--- src/rtl/rmq_pkg.sv ---
package rmq_pkg;

  localparam int FRAC_BITS = 14;
  localparam int DW = 16;
  localparam int CW = 18;
  localparam int MW = CW - 1;
  localparam int SW = 2 * MW + 2;
  localparam int RW = SW / 2;
  localparam int NW = MW + FRAC_BITS + 1;
  localparam int ONE_I = 1 << FRAC_BITS;
  localparam int LIM_I = (ONE_I < 32767) ? ONE_I : 32767;
  localparam logic signed [CW-1:0] ONE = CW'(ONE_I);
  localparam logic [NW-1:0] LIM = NW'(LIM_I);

  typedef enum logic [3:0] {
    ST_IDLE,
    ST_PICK,
    ST_SQ,
    ST_ROOT_GO,
    ST_ROOT_WAIT,
    ST_DIV_GO,
    ST_DIV_WAIT,
    ST_DOT,
    ST_FIX,
    ST_DONE
  } state_t;

endpackage

--- src/rtl/rotation_matrix_to_quaternion_unit.sv ---
// Converts a 3x3 rotation matrix into a unit quaternion by Shepperd's method.
// Input channel s_*: s_tdata carries the nine Q1.14 entries m00..m22, and
// s_tuser carries align_to_last. Output channel m_*: m_tdata carries
// q_scalar, q_x, q_y, q_z in Q1.14, and m_tuser carries the invalid flag.
// One item is worked on at a time. After acceptance, a valid item goes
// through these steps before it is loaded into the output register: the
// candidate pick, four squares, an 18-step bit-serial square root with a
// start and a hand-off state, four 32-step bit-serial divisions each with
// a start and a hand-off state, a four-step dot product when its sign is
// aligned with the stored quaternion, the sign step and the output step.
// The square root and the divider retire one bit per cycle. An item whose
// largest candidate is not positive goes from the pick step straight to
// the output step, is loaded with zero outputs and the invalid flag set,
// and leaves the stored quaternion alone. The next item is accepted in the
// cycle after the result is loaded, even if the receiver still stalls. A
// stalled receiver holds the block only when a second result is ready.
// Reset clears the stored previous quaternion and empties the output.
module rotation_matrix_to_quaternion_unit (
  input  logic         clk,
  input  logic         rst,
  input  logic         s_tvalid,
  output logic         s_tready,
  input  logic [143:0] s_tdata,  // m00, m01, m02, m10, m11, m12, m20, m21, m22
  input  logic         s_tuser,  // align_to_last
  output logic         m_tvalid,
  input  logic         m_tready,
  output logic [63:0]  m_tdata,  // q_scalar, q_x, q_y, q_z
  output logic         m_tuser   // invalid
);

  localparam int DW = rmq_pkg::DW;
  localparam int CW = rmq_pkg::CW;
  localparam int MW = rmq_pkg::MW;
  localparam int FB = rmq_pkg::FRAC_BITS;

  rmq_pkg::state_t state, state_next;

  logic signed [DW-1:0] a [9];
  logic align;
  logic [MW-1:0] vmag [4];
  logic [3:0] vneg;
  logic bad;
  logic [1:0] idx;
  logic [rmq_pkg::SW-1:0] acc;
  logic [rmq_pkg::RW-1:0] norm;
  logic signed [DW-1:0] q [4];
  logic signed [DW-1:0] last_quat [4];
  logic last_valid;
  logic signed [2*DW+1:0] dot;
  logic signed [2*DW-1:0] dprod;
  logic out_load;
  logic use_last;

  logic sq_start, sq_done, dv_start, dv_done;
  logic [rmq_pkg::RW-1:0] root;
  logic [rmq_pkg::NW-1:0] quo;
  logic [rmq_pkg::NW-1:0] num;

  logic signed [CW-1:0] tr, c0, c1, c2, c3, cmax;
  logic signed [CW-1:0] vs [4];
  logic [1:0] k;
  logic [2*MW-1:0] prod;
  logic [DW-1:0] qmag;
  logic flip;

  assign use_last = align && last_valid;

  always_comb begin
    tr = CW'(a[0]) + CW'(a[4]) + CW'(a[8]);
    c0 = rmq_pkg::ONE + tr;
    c1 = rmq_pkg::ONE + CW'(a[0]) - CW'(a[4]) - CW'(a[8]);
    c2 = rmq_pkg::ONE + CW'(a[4]) - CW'(a[0]) - CW'(a[8]);
    c3 = rmq_pkg::ONE + CW'(a[8]) - CW'(a[0]) - CW'(a[4]);
    k = 2'd0;
    cmax = c0;
    if (c1 > cmax) begin
      k = 2'd1;
      cmax = c1;
    end
    if (c2 > cmax) begin
      k = 2'd2;
      cmax = c2;
    end
    if (c3 > cmax) begin
      k = 2'd3;
      cmax = c3;
    end
    unique case (k)
      2'd0: begin
        vs[0] = cmax;
        vs[1] = CW'(a[7]) - CW'(a[5]);
        vs[2] = CW'(a[2]) - CW'(a[6]);
        vs[3] = CW'(a[3]) - CW'(a[1]);
      end
      2'd1: begin
        vs[1] = cmax;
        vs[0] = CW'(a[7]) - CW'(a[5]);
        vs[2] = CW'(a[1]) + CW'(a[3]);
        vs[3] = CW'(a[2]) + CW'(a[6]);
      end
      2'd2: begin
        vs[2] = cmax;
        vs[0] = CW'(a[2]) - CW'(a[6]);
        vs[1] = CW'(a[1]) + CW'(a[3]);
        vs[3] = CW'(a[5]) + CW'(a[7]);
      end
      default: begin
        vs[3] = cmax;
        vs[0] = CW'(a[3]) - CW'(a[1]);
        vs[1] = CW'(a[2]) + CW'(a[6]);
        vs[2] = CW'(a[5]) + CW'(a[7]);
      end
    endcase
  end

  assign prod = vmag[idx] * vmag[idx];
  assign num = (rmq_pkg::NW'(vmag[idx]) << FB) + rmq_pkg::NW'(norm >> 1);
  assign qmag = (quo > rmq_pkg::LIM) ? DW'(rmq_pkg::LIM) : quo[DW-1:0];
  assign flip = use_last ? dot[2*DW+1] : q[0][DW-1];
  assign dprod = q[idx] * last_quat[idx];

  rmq_sqrt u_sqrt (
    .clk   (clk),
    .rst   (rst),
    .start (sq_start),
    .n     (acc),
    .done  (sq_done),
    .root  (root)
  );

  rmq_div u_div (
    .clk   (clk),
    .rst   (rst),
    .start (dv_start),
    .num   (num),
    .den   (norm),
    .done  (dv_done),
    .quo   (quo)
  );

  always_comb begin
    state_next = state;
    unique case (state)
      rmq_pkg::ST_IDLE: if (s_tvalid) state_next = rmq_pkg::ST_PICK;
      rmq_pkg::ST_PICK: state_next = (cmax <= 0) ? rmq_pkg::ST_DONE : rmq_pkg::ST_SQ;
      rmq_pkg::ST_SQ: if (idx == 2'd3) state_next = rmq_pkg::ST_ROOT_GO;
      rmq_pkg::ST_ROOT_GO: state_next = rmq_pkg::ST_ROOT_WAIT;
      rmq_pkg::ST_ROOT_WAIT: if (sq_done) state_next = rmq_pkg::ST_DIV_GO;
      rmq_pkg::ST_DIV_GO: state_next = rmq_pkg::ST_DIV_WAIT;
      rmq_pkg::ST_DIV_WAIT: begin
        if (dv_done) begin
          state_next = (idx == 2'd3) ? (use_last ? rmq_pkg::ST_DOT : rmq_pkg::ST_FIX)
                                     : rmq_pkg::ST_DIV_GO;
        end
      end
      rmq_pkg::ST_DOT: if (idx == 2'd3) state_next = rmq_pkg::ST_FIX;
      rmq_pkg::ST_FIX: state_next = rmq_pkg::ST_DONE;
      rmq_pkg::ST_DONE: if (out_load) state_next = rmq_pkg::ST_IDLE;
      default: state_next = rmq_pkg::ST_IDLE;
    endcase
  end

  always_comb begin
    s_tready = (state == rmq_pkg::ST_IDLE);
    sq_start = (state == rmq_pkg::ST_ROOT_GO);
    dv_start = (state == rmq_pkg::ST_DIV_GO);
    out_load = (state == rmq_pkg::ST_DONE) && (!m_tvalid || m_tready);
  end

  always_ff @(posedge clk) begin
    if (rst) begin
      state <= rmq_pkg::ST_IDLE;
      m_tvalid <= 1'b0;
      last_valid <= 1'b0;
      idx <= '0;
      for (int i = 0; i < 4; i++) begin
        last_quat[i] <= '0;
      end
    end else begin
      state <= state_next;
      if (out_load) begin
        m_tvalid <= 1'b1;
      end else if (m_tready) begin
        m_tvalid <= 1'b0;
      end
      unique case (state)
        rmq_pkg::ST_IDLE: begin
          if (s_tvalid) begin
            for (int i = 0; i < 9; i++) begin
              a[i] <= s_tdata[DW*i +: DW];
            end
            align <= s_tuser;
          end
          idx <= '0;
          acc <= '0;
          dot <= '0;
        end
        rmq_pkg::ST_PICK: begin
          bad <= (cmax <= 0);
          for (int i = 0; i < 4; i++) begin
            vneg[i] <= vs[i][CW-1];
            vmag[i] <= vs[i][CW-1] ? MW'(-vs[i]) : MW'(vs[i]);
            q[i] <= '0;
          end
        end
        rmq_pkg::ST_SQ: begin
          acc <= acc + rmq_pkg::SW'(prod);
          idx <= idx + 1'b1;
        end
        rmq_pkg::ST_ROOT_WAIT: begin
          if (sq_done) begin
            norm <= root;
          end
        end
        rmq_pkg::ST_DIV_WAIT: begin
          if (dv_done) begin
            q[idx] <= vneg[idx] ? -$signed(qmag) : $signed(qmag);
            idx <= idx + 1'b1;
          end
        end
        rmq_pkg::ST_DOT: begin
          dot <= dot + (2*DW+2)'(dprod);
          idx <= idx + 1'b1;
        end
        rmq_pkg::ST_FIX: begin
          if (flip) begin
            for (int i = 0; i < 4; i++) begin
              q[i] <= -q[i];
            end
          end
        end
        rmq_pkg::ST_DONE: begin
          if (out_load && !bad) begin
            last_valid <= 1'b1;
            for (int i = 0; i < 4; i++) begin
              last_quat[i] <= q[i];
            end
          end
        end
        default: begin
        end
      endcase
    end
  end

  always_ff @(posedge clk) begin
    if (out_load) begin
      m_tdata <= {q[3], q[2], q[1], q[0]};
      m_tuser <= bad;
    end
  end

  a_invalid_zero: assert property (@(posedge clk) disable iff (rst)
    m_tvalid && m_tuser |-> m_tdata == '0)
    else $error("invalid result carries a nonzero quaternion");

  a_root_done: assert property (@(posedge clk) disable iff (rst)
    sq_done |-> state == rmq_pkg::ST_ROOT_WAIT)
    else $error("square root finished outside its wait state");

  a_div_done: assert property (@(posedge clk) disable iff (rst)
    dv_done |-> state == rmq_pkg::ST_DIV_WAIT)
    else $error("divider finished outside its wait state");

  a_store: assert property (@(posedge clk) disable iff (rst)
    $rose(last_valid) |-> $past(state == rmq_pkg::ST_DONE) && !$past(bad))
    else $error("stored quaternion set without a valid result");

  a_range: assert property (@(posedge clk) disable iff (rst)
    m_tvalid |-> $signed(m_tdata[15:0]) <= 16'sd16384
      && $signed(m_tdata[15:0]) >= -16'sd16384)
    else $error("scalar part out of range");

endmodule

--- src/rtl/rmq_sqrt.sv ---
module rmq_sqrt (
  input  logic                      clk,
  input  logic                      rst,
  input  logic                      start,
  input  logic [rmq_pkg::SW-1:0]    n,
  output logic                      done,
  output logic [rmq_pkg::RW-1:0]    root
);

  localparam int STEPS = rmq_pkg::SW / 2;
  localparam int CNTW = $clog2(STEPS + 1);
  localparam int REMW = rmq_pkg::RW + 3;

  logic [rmq_pkg::SW-1:0] nsh;
  logic [REMW-1:0] rem;
  logic [CNTW-1:0] cnt;
  logic busy;
  logic [REMW-1:0] remsh;
  logic [REMW-1:0] trial;

  assign remsh = {rem[REMW-3:0], nsh[rmq_pkg::SW-1 -: 2]};
  assign trial = {1'b0, root, 2'b01};

  always_ff @(posedge clk) begin
    if (rst) begin
      busy <= 1'b0;
      done <= 1'b0;
      cnt <= '0;
    end else begin
      done <= 1'b0;
      if (start) begin
        busy <= 1'b1;
        cnt <= CNTW'(STEPS);
        nsh <= n;
        rem <= '0;
        root <= '0;
      end else if (busy) begin
        nsh <= {nsh[rmq_pkg::SW-3:0], 2'b00};
        if (remsh >= trial) begin
          rem <= remsh - trial;
          root <= {root[rmq_pkg::RW-2:0], 1'b1};
        end else begin
          rem <= remsh;
          root <= {root[rmq_pkg::RW-2:0], 1'b0};
        end
        cnt <= cnt - 1'b1;
        if (cnt == CNTW'(1)) begin
          busy <= 1'b0;
          done <= 1'b1;
        end
      end
    end
  end

endmodule

--- src/rtl/rmq_div.sv ---
module rmq_div (
  input  logic                      clk,
  input  logic                      rst,
  input  logic                      start,
  input  logic [rmq_pkg::NW-1:0]    num,
  input  logic [rmq_pkg::RW-1:0]    den,
  output logic                      done,
  output logic [rmq_pkg::NW-1:0]    quo
);

  localparam int CNTW = $clog2(rmq_pkg::NW + 1);

  logic [rmq_pkg::NW-1:0] numsh;
  logic [rmq_pkg::RW-1:0] dreg;
  logic [rmq_pkg::RW-1:0] rem;
  logic [rmq_pkg::RW:0] remsh;
  logic [CNTW-1:0] cnt;
  logic busy;

  assign remsh = {rem, numsh[rmq_pkg::NW-1]};

  always_ff @(posedge clk) begin
    if (rst) begin
      busy <= 1'b0;
      done <= 1'b0;
      cnt <= '0;
    end else begin
      done <= 1'b0;
      if (start) begin
        busy <= 1'b1;
        cnt <= CNTW'(rmq_pkg::NW);
        numsh <= num;
        dreg <= den;
        rem <= '0;
        quo <= '0;
      end else if (busy) begin
        numsh <= {numsh[rmq_pkg::NW-2:0], 1'b0};
        if (remsh >= {1'b0, dreg}) begin
          rem <= rmq_pkg::RW'(remsh - {1'b0, dreg});
          quo <= {quo[rmq_pkg::NW-2:0], 1'b1};
        end else begin
          rem <= remsh[rmq_pkg::RW-1:0];
          quo <= {quo[rmq_pkg::NW-2:0], 1'b0};
        end
        cnt <= cnt - 1'b1;
        if (cnt == CNTW'(1)) begin
          busy <= 1'b0;
          done <= 1'b1;
        end
      end
    end
  end

endmodule

--- config.mk ---
export PLATFORM = sky130hd
export DESIGN_NAME = rotation_matrix_to_quaternion_unit
export DESIGN_NICKNAME = d
export VERILOG_FILES = /design/src/rtl/rmq_pkg.sv /design/src/rtl/rotation_matrix_to_quaternion_unit.sv /design/src/rtl/rmq_sqrt.sv /design/src/rtl/rmq_div.sv
export SDC_FILE = /design/constraint.sdc
export NUM_CORES = 2
export LEC_CHECK = 0
export BUFFER_PORTS_ARGS = -buffer_cell sky130_fd_sc_hd__buf_2
export CAP_MARGIN = 20
export CORE_MARGIN = 8
export CORE_UTILIZATION = 43
export DETAILED_ROUTE_END_ITERATION = 8
export GPL_TIMING_DRIVEN = 0
export HOLD_SLACK_MARGIN = 0.03
export PLACE_DENSITY = 0.57
export SYNTH_ARGS = -nofsm -noshare
export SYNTH_HDL_FRONTEND = slang
export SYNTH_SLANG_ARGS = --single-unit
--- constraint.sdc ---
create_clock -name clk -period 18.2 [get_ports clk]
set_input_delay 3.64 -clock clk [delete_from_list [all_inputs] [get_ports clk]]
set_output_delay 3.64 -clock clk [all_outputs]
set_load 0.01 [all_outputs]
==> run summary <==
status: complete, no violations
Post-Syn Area per Cell: 10.2 um^2
synth warn: 0
CP required: 18680 ps
ANT nets after route: 0
Startpoint Class: flip-flop
Area Overhead vs Synth: 11.0%
final setup vio count: 0
CP max stage cell: clkbuf_1
R2R depth: 59
Nets: 7842
Net Count, Synth: 7501
Core Area: 146000 um^2
drt pass-1 iters: 7
largest net degree at the start of global routing: 66
unrepaired setup endpoints after global routing: false
Area contributors post-synth: edfxtp_1 32%, fa_1 19%, ha_1 11%, inv_1 5.4%, nand2_1 3.8%
drt wl/cell: 22.1 um
layout cells sized above 1: 8.64%
register area share after synthesis: 32.8%
Hold WS: 414 ps
Ports: 216
unique cell type count in the Yosys netlist: 108
Mapped Area: 63000 um^2
register clock-pin slew on the reported worst setup and hold paths: 60 ps
Peak Freq: 56.9 MHz
post-synth top area share: 32.0%
worst hold stages: 0
asr flop ratio synth: 0%
CTS tree: built
DRT iter0 DRCs: 3584
synthesized instance count: 6208
port buffer count: 215
CP max stage delay: 740 ps
first-pass GRT wire length: 289000 um
gr usage total: 23.8%
Worst Setup End Kind: flip-flop
via count: 46200
Final GP Congestion: 0.986
row count: 140
dpl hpwl: 154000 um
clock skew: 77.4 ps
die height: 399 um
Slew @ Worst Pin: 1180 ps
starting density of the core: 43.3%
Yosys top cell by area: edfxtp_1
drt total wl: 189000 um
TritonCTS Buffers: 84
commonest cells after routing, fill and taps aside: 900 x inv_1, 672 x edfxtp_1, 645 x nand2_1, 606 x fa_1, 538 x ha_1
top_reg_cell synth: edfxtp_1
Worst EP arrival: 18040 ps
Worst-Skew Late Latency: 750 ps
number of synthesized flops with an enable pin: 672
max cap viols: 0
Rel. slew slack: 21.1%
final clock period utilization by the worst path: 96.5%
placement-stage cell area: 67100 um^2
GRT overflow: 0
full die area: 159000 um^2
Die W: 399 um
class of the worst hold path: flip-flop to flip-flop
CTS sink count: 697
Pins Over Slew Limit: 0
initial antenna violation count: 6
FF+latch count, synth: 697
Root Buffer Master: clkbuf_16
worst-path maximum fanout: 10
vias in the first global route: 47900
via density per instance: 5.41
DRC Markers: 0
min cycle time layout: 17570 ps
final design area excluding fillers: 70000 um^2
final hold violations: 0
clock tree buffer depth: 3
H-Tree Depth: 3
critical path class: flip-flop to flip-flop
leading cell type in the layout, fill and taps excluded: inv_1
CTS Hold Bufs: 0
-- metal layers --
layer / up-vias / part of all wire, % / global-route usage, % / routed length [um]
met2: 1510 / 46 / 38.8 / 86400
li1: 21600 / - / - / -
met5: - / 0.0074 / 0 / 14
met4: 2 / 4.0 / 9.01 / 7510
met1: 22800 / 44 / 32.1 / 82900
met3: 333 / 6.2 / 3.31 / 11700
-- final cells by class --
cell class | instances | area, um^2
Tap cell | 1917 | 2400
Inverter | 907 | 3410
Fill cell | 13600 | 75600
Multi-Input combinational cell | 4394 | 38300
Timing Repair Buffer | 257 | 1600
Sequential cell | 697 | 20700
Clock buffer | 98 | 2170
Buffer | 208 | 832
Antenna cell | 4 | 10.0
Clock inverter | 57 | 638
-- cells by family (layout without fill, tap and decap cells) --
kind of cell / count (synthesis) / after routing / synth area share [%]
simple gates: 1814 / 1814 / 13.2
mux: 134 / 134 / 2.59
fa+ha+maj: 1144 / 1144 / 29.9
flops: 697 / 697 / 32.8
buf+inv: 1117 / 1527 / 6.69
compound gates: 961 / 961 / 9.98
other cells: 0 / 4 / 0
xor+xnor: 341 / 341 / 4.77
-- worst paths after layout --
check	startpoint	endpoint	slack, ps
max	a[8][2]$_DFFE_PP_	vmag[0][16]$_DFFE_PP_	630
min reg2reg	u_sqrt.root[3]$_SDFFCE_PP0P_	norm[3]$_DFFE_PP_	410
max reg2reg	a[8][2]$_DFFE_PP_	vmag[0][16]$_DFFE_PP_	630
min	u_sqrt.root[3]$_SDFFCE_PP0P_	norm[3]$_DFFE_PP_	410
-- through the flow --
stage / setup TNS [ps] / cells / setup slack [ps] / utilization (%)
final: 0 / 8539 / 635 / 48.1
after CTS: 0 / 8534 / 25.8 / 48.0
after floorplan: 0 / 6208 / 2850 / -
after global placement: -344740 / 8340 / -2260 / 45.7
after detailed placement: -79930 / 8380 / -1940 / 46.1
after global routing: 0 / 8535 / 30.0 / 48.1
-- what timing repair did --
item / 4_1_cts / 5_1_grt
pin swaps: 0 / 0
endpoints found under the setup margin: 73 / 71
hold endpoints to repair: 0 / 0
gates resized for setup: 18 / 18
setup buffers: 0 / 0
-- synthesized netlist by cell type, drive strengths merged (17+ instances only) --
| master | n |
|---|---|
| nand2 | 646 |
| and2 | 130 |
| fa | 606 |
| nand4 | 31 |
| ha | 538 |
| a21boi | 31 |
| nand3 | 76 |
| inv | 903 |
| nor2b | 66 |
| nor4 | 40 |
| buf | 39 |
| dfxtp | 25 |
| a211oi | 41 |
| a31oi | 39 |
| nor2 | 512 |
| xor2 | 100 |
| mux2i | 79 |
| xnor2 | 241 |
| mux4 | 18 |
| clkbuf | 171 |
| o31ai | 18 |
| o21ai | 251 |
| o21bai | 30 |
| a21o | 57 |
| mux2 | 37 |
| o21a | 54 |
| or2 | 26 |
| nor3 | 129 |
| a21oi | 230 |
| edfxtp | 672 |
| o22ai | 43 |
| a221oi | 17 |
| nand2b | 52 |
| and3 | 26 |
| or3 | 36 |
-- critical path, delay by kind of cell (launching register included) --
family	cells	cell delay (ps)
XOR/XNOR	2	440
adder cells (fa/ha/maj)	8	2730
flip-flops	1	430
AND/OR/NAND/NOR	18	4300
AO/OA/AOI/OAI	14	3670
buffers and inverters	14	4660
multiplexers	3	940
-- flip-flops by register name (all words and copies together) (netlist names), 19 cells and up, named ones only --
signal,cells
a,144
acc,36
dot,34
last_quat,64
m_tdata,64
q,64
u_div.numsh,32
u_div.quo,32
u_sqrt.nsh,36
u_sqrt.rem,19
vmag,68
Power is not shown: default switching activity piles up to over one toggle a cycle in this logic, so the estimate is an artifact.
